$ cat src/design/min_palindrome_partition_defines.svh
// Assertion macros used by the top-level design file.
`ifndef MIN_PALINDROME_PARTITION_DEFINES_SVH
`define MIN_PALINDROME_PARTITION_DEFINES_SVH

// Checked on aclk, off while aresetn is low.
`define MPP_ASSERT(label, prop, msg) \
    label: assert property (@(posedge aclk) disable iff (!aresetn) prop) else $error(msg);

// Signal carries no X or Z once out of reset.
`define MPP_ASSERT_KNOWN(label, sig, msg) \
    label: assert property (@(posedge aclk) disable iff (!aresetn) !$isunknown(sig)) else $error(msg);

`endif

$ cat src/design/mpp_ram.sv
// ----------------------------------------------------------------------------
// mpp_ram
// Generic single-write, single-read RAM with a registered read.
// ----------------------------------------------------------------------------
module mpp_ram #(
    parameter int WIDTH = 8,
    parameter int DEPTH = 64
) (
    input  logic                     aclk,
    input  logic                     wr_en,
    input  logic [$clog2(DEPTH)-1:0] wr_addr,
    input  logic [WIDTH-1:0]         wr_data,
    input  logic [$clog2(DEPTH)-1:0] rd_addr,
    output logic [WIDTH-1:0]         rd_data
);

    logic [WIDTH-1:0] mem [DEPTH];

    always_ff @(posedge aclk) begin
        if (wr_en) begin
            mem[wr_addr] <= wr_data;
        end
        rd_data <= mem[rd_addr];
    end

endmodule

$ cat config.mk
export PLATFORM = sky130hd
export DESIGN_NAME = mpp_ram
export DESIGN_NICKNAME = d
export VERILOG_FILES = /design/src/design/min_palindrome_partition_defines.svh /design/src/design/mpp_ram.sv
export SDC_FILE = /design/constraint.sdc
export NUM_CORES = 1
export LEC_CHECK = 0
export BUFFER_PORTS_ARGS = -buffer_cell sky130_fd_sc_hd__buf_4
export CORE_UTILIZATION = 39
export DETAILED_ROUTE_END_ITERATION = 7
export SKIP_CTS_REPAIR_TIMING = 1
export SYNTH_ARGS = -nofsm -noshare
export SYNTH_HDL_FRONTEND = slang
export SYNTH_SLANG_ARGS = --single-unit
export TNS_END_PERCENT = 20
$ cat constraint.sdc
create_clock -name aclk -period 2.1 [get_ports aclk]
set_input_delay 0.42 -clock aclk [delete_from_list [all_inputs] [get_ports aclk]]
set_output_delay 0.42 -clock aclk [all_outputs]
set_load 0.1 [all_outputs]
; ---- Word-level counts from Yosys, hierarchy flattened
; Memories as Yosys holds them, arrays and structs flattened. A register that Yosys moved wholly into a read port is not among the register bits.
; Cells that the tools add are included.
[classes]
n_mux = 2
[ops]
columns = op, n
row1 = 2-to-1 mux 1 bit, 2
[word_totals]
register_bits = 0
mem_bits_rw = 512
input_bits = 22
out_inout_bits = 8
elab_cells = 3
n_memories = 1
[memory_table]
columns = name, depth, width, read_ports, rd_ports_with_merged_regs, wr, line_no
row1 = mem, 64, 8, 1, 1, 1, mpp_ram.sv:17  ; logic [WIDTH-1:0] mem [DEPTH];

; ---- Longest topological paths before layout
[logic_depth]
depth_word = 2
mapped_depth = 9
ltp_nobuf = 5

; ---- Worst setup path before layout
; Ideal clock, no wire load.
[synth_path]
kind = input-to-reg
start = input rd_addr[1]
end = register rd_data[3] (read register of mem)
setup_time_ns = 0.128
t_arrival_ns = 1.960
required_ns = 1.972
setup_slack_ns = 0.012
stages = 7
path_buffers = 3
path_cell_list = buf_4 -> buf_2 -> buf_2 -> mux4_2 -> mux4_2 -> o21ai_1 -> o41ai_1
[synth_lines]
columns = item, line_no
row1 = from (decl), mpp_ram.sv:13  ; input logic [$clog2(DEPTH)-1:0] rd_addr,
row2 = to (decl), mpp_ram.sv:14  ; output logic [WIDTH-1:0] rd_data

==> impl.org <==
** Routing
- After detailed routing, the average wire length per cell comes to 24.9 um.
- First-pass iteration count of the detailed router :: 5
- Wirelength, routed :: 45,800 um
- Number of antenna-violating nets in the routed design :: 0
- After detailed routing, the number of remaining DRC violations is 0.
- Number of vias per cell :: 5.39
- Initial drt markers :: 1,002
- Vias post-DR :: 9,896

** Floorplan
- Area of the die :: 52,600 sq um
- Number of placement rows :: 82
- Die span in x :: 229 um
- After floorplanning, the core was sized to cover 50,600 sq um.
- Once the floorplan was initialized, standard cells occupied 39.9% of the core.
- 30 I/O pins were placed.
- Die outline height :: 229 um

** Timing
- Transition time at the pin with the least slew margin :: 0.743 ns
- The max-slew violation total from the final report was 0.
- Derived from the worst setup path, the maximum achievable clock frequency is 499 MHz.
- Headroom to the max-slew limit came out at 50.5%.
- Final clock skew :: 0.0227 ns
- The final critical path takes up 95.5% of the cycle.
- Total count of hold-check failures in the final report :: 0
- Setup slack on the critical path of the routed design comes to 0.0949 ns.
- Setup repair after global routing left no endpoint under its margin.
- Aggregate negative setup slack :: 0 ns
- Minimum clock period after layout :: 2.01 ns
- Number of setup violations in the final report :: 0

** Pwr
- Power spread over the standard cell area amounts to 901 nW/um^2.
- Worst ir drop on vdd :: 0.000585 V
- Leakage power :: 0.00770 uW

** Setup path
- Required @ worst endpoint :: 2.55 ns
- By startpoint and endpoint, the worst setup path is classified as in -> reg.
- Maximum fanout encountered on the critical timing path :: 21
- Critical path capture point type :: flop
- The worst setup path is launched from a primary input.
- Data arrival time of the worst path :: 2.46 ns

** Placement
- OpenSTA, run right after detailed placement, puts the worst setup slack at -0.585 ns.
- The count of buffers added on input and output ports is 29.
- Routability-driven placement finished with a final weighted congestion of 0.789.
- Cell count after placement :: 1,744
- Estimated wirelength of the detail-placed design :: 29,000 um

** Global route
- The first global-routing pass estimated 68,300 um of wire.
- For this run the aggregate overflow at the end of global routing stands at 0.
- Number of antenna violations at the first check in global routing :: 1
- Global routing used 17.8% of the available tracks across all layers.
- The via count of the first global-routing pass came to 10,308.
- Entering global routing, the biggest net connects 65 pins.

** Synth
- Of all cell types, the one taking the most synthesized area is sky130_fd_sc_hd__edfxtp_1.
- Post-synthesis cell area :: 20,200 sq um
- Synthesis inferred 520 register bits.
- Average size of a mapped cell :: 21.5 sq um
- Register area share after synthesis :: 77.0%
- Post-synthesis net count :: 962
- Number of instances in the synthesized netlist :: 940
- In this run, distinct cell masters in the synthesized netlist total 40.
- The top cell type by area accounts for 76.2% of the synthesized area.
- The Yosys step of the flow raised 0 warnings.
- By area the synthesized netlist is led by sky130_fd_sc_hd__edfxtp_1 76%, sky130_fd_sc_hd__mux4_2 14%, sky130_fd_sc_hd__nor2_1 1.5%.

** Cells and area
- Share of cells above drive strength 1 :: 34.3%
- 0 antenna diodes ended up in the layout.
- Counting the fill cells in the layout gives 4,110.
- Most frequent standard cell in the layout excluding fill and tap cells :: sky130_fd_sc_hd__edfxtp_1
- In the layout the commonest cells are 512 x sky130_fd_sc_hd__edfxtp_1, 171 x sky130_fd_sc_hd__buf_4, 126 x sky130_fd_sc_hd__mux4_2, 83 x sky130_fd_sc_hd__nor2_1, 51 x sky130_fd_sc_hd__clkbuf_16.
- For this run, the post-layout net count is 1,147.
- The area growth from synthesis to layout is 18.0%.
- Post-route insts no fill :: 1,836

** Clock network
- The H-tree was split into 2 levels.
- In this run the deepest clock path goes through 3 buffers.
- The tree is rooted in a sky130_fd_sc_hd__clkbuf_16.
- After clock tree synthesis, the clock-pin slew on the worst setup and hold paths is 0.06 ns.
- # clock sinks :: 520
- TritonCTS created 51 clock buffers.
- Clock tree from TritonCTS :: yes
- At the later pin of the worst-skew pair, clock insertion delay measures 0.58 ns.

** Min path
- Worst hold path class :: in -> reg

** Status
- Outcome :: finished clean

** Job
- Max-cap violations in this run came to 0.
==> cell type report <==
| cell class | instances | area [sq um] | share of cell area, % |
|---|---|---|---|
| flip-flops and latches | 520 | 15500 | 65.3 |
| multi-input cells | 369 | 4330 | 18.2 |
| repair buffers | 183 | 1520 | 6.38 |
| clock buffers | 72 | 1440 | 6.03 |
| well taps | 672 | 841 | 3.53 |
| clock inverters | 20 | 131 | 0.552 |
==> synth_stat cells (all sizes together) <==
master	instances
nand2	19
a22oi	3
o41ai	2
a2111oi	2
a221oi	6
nor4	2
o21ai	4
o21a	2
clkbuf	17
o32ai	2
o22ai	8
nand3	13
a21oi	3
o221a	2
nand4b	1
nand4	2
a211oi	4
nor2	83
a31oi	1
o2111ai	3
nand2b	7
buf	34
mux4	126
edfxtp	512
o311ai	1
or3	1
nor2b	14
nor3	7
nand3b	3
o221ai	8
mux2i	23
and2	1
dfxtp	8
o2bb2ai	3
mux2	13
==> report_power, final <==
part,internal [uW],switching (uW)
clock,4870,3700
sequential,11500,44.6
combinational,515,817
==> registers in the layout (all words and copies together), names as in the netlist <==
name and count:
mem 512, rd_data 8
==> metrics by stage <==
| step | cell area, sq um | utilization (%) | hold slack (ns) | total power [uW] |
|---|---|---|---|---|
| after floorplan | 20200 | - | 0.519 | 12500 |
| final | 23800 | 47.0 | 0.213 | 21400 |
| after CTS | 23800 | 47.0 | 0.179 | 21700 |
| after global routing | 23800 | 47.0 | 0.217 | 22100 |
| after global placement | 22200 | 43.9 | 0.801 | 13100 |
| after detailed placement | 22200 | 43.9 | 0.798 | 13100 |
==> worst max-delay path, cell delays in order <==
cell,delay [ns]
sky130_fd_sc_hd__clkbuf_8,0.31
sky130_fd_sc_hd__buf_12,0.20
sky130_fd_sc_hd__buf_4,0.15
sky130_fd_sc_hd__mux4_2,0.48
sky130_fd_sc_hd__mux2_2,0.32
sky130_fd_sc_hd__o311ai_1,0.46
sky130_fd_sc_hd__nand2_1,0.10
==> per-layer routing <==
| metal | part of all wire [%] | GRT usage, % | vias to the layer above |
|---|---|---|---|
| met2 | 48 | 28.1 | 285 |
| li1 | - | - | 4295 |
| met3 | 6.0 | 3.96 | 75 |
| met5 | 0.020 | 0 | - |
| met1 | 43 | 24.3 | 5239 |
| met4 | 3.0 | 6.21 | 2 |
==> worst paths after layout <==
kind                         from                  to  slack [ns]  depth (start not counted)
max                    rd_addr[0]  rd_data[7]$_DFF_P_        0.09                          7
min                    rd_addr[5]  rd_data[0]$_DFF_P_        0.21                          3
max reg2reg  mem[47][1]$_DFFE_PP_  rd_data[1]$_DFF_P_        0.12                          4
min reg2reg  mem[30][6]$_DFFE_PP_  rd_data[6]$_DFF_P_        0.86                          3
==> cells by family (layout without fill, tap and decap cells) <==
kind of cell           count (synthesis)  count (layout)  synth area share, %
DFF                                  520             520                 77.0
muxes                                162             162                 15.9
and+or+nand+nor                      153             153                 3.39
AOI/OAI and AO/OA                     54              54                 2.07
buffers and inverters                 51             275                 1.57
Power figures use the tool's default switching activity.
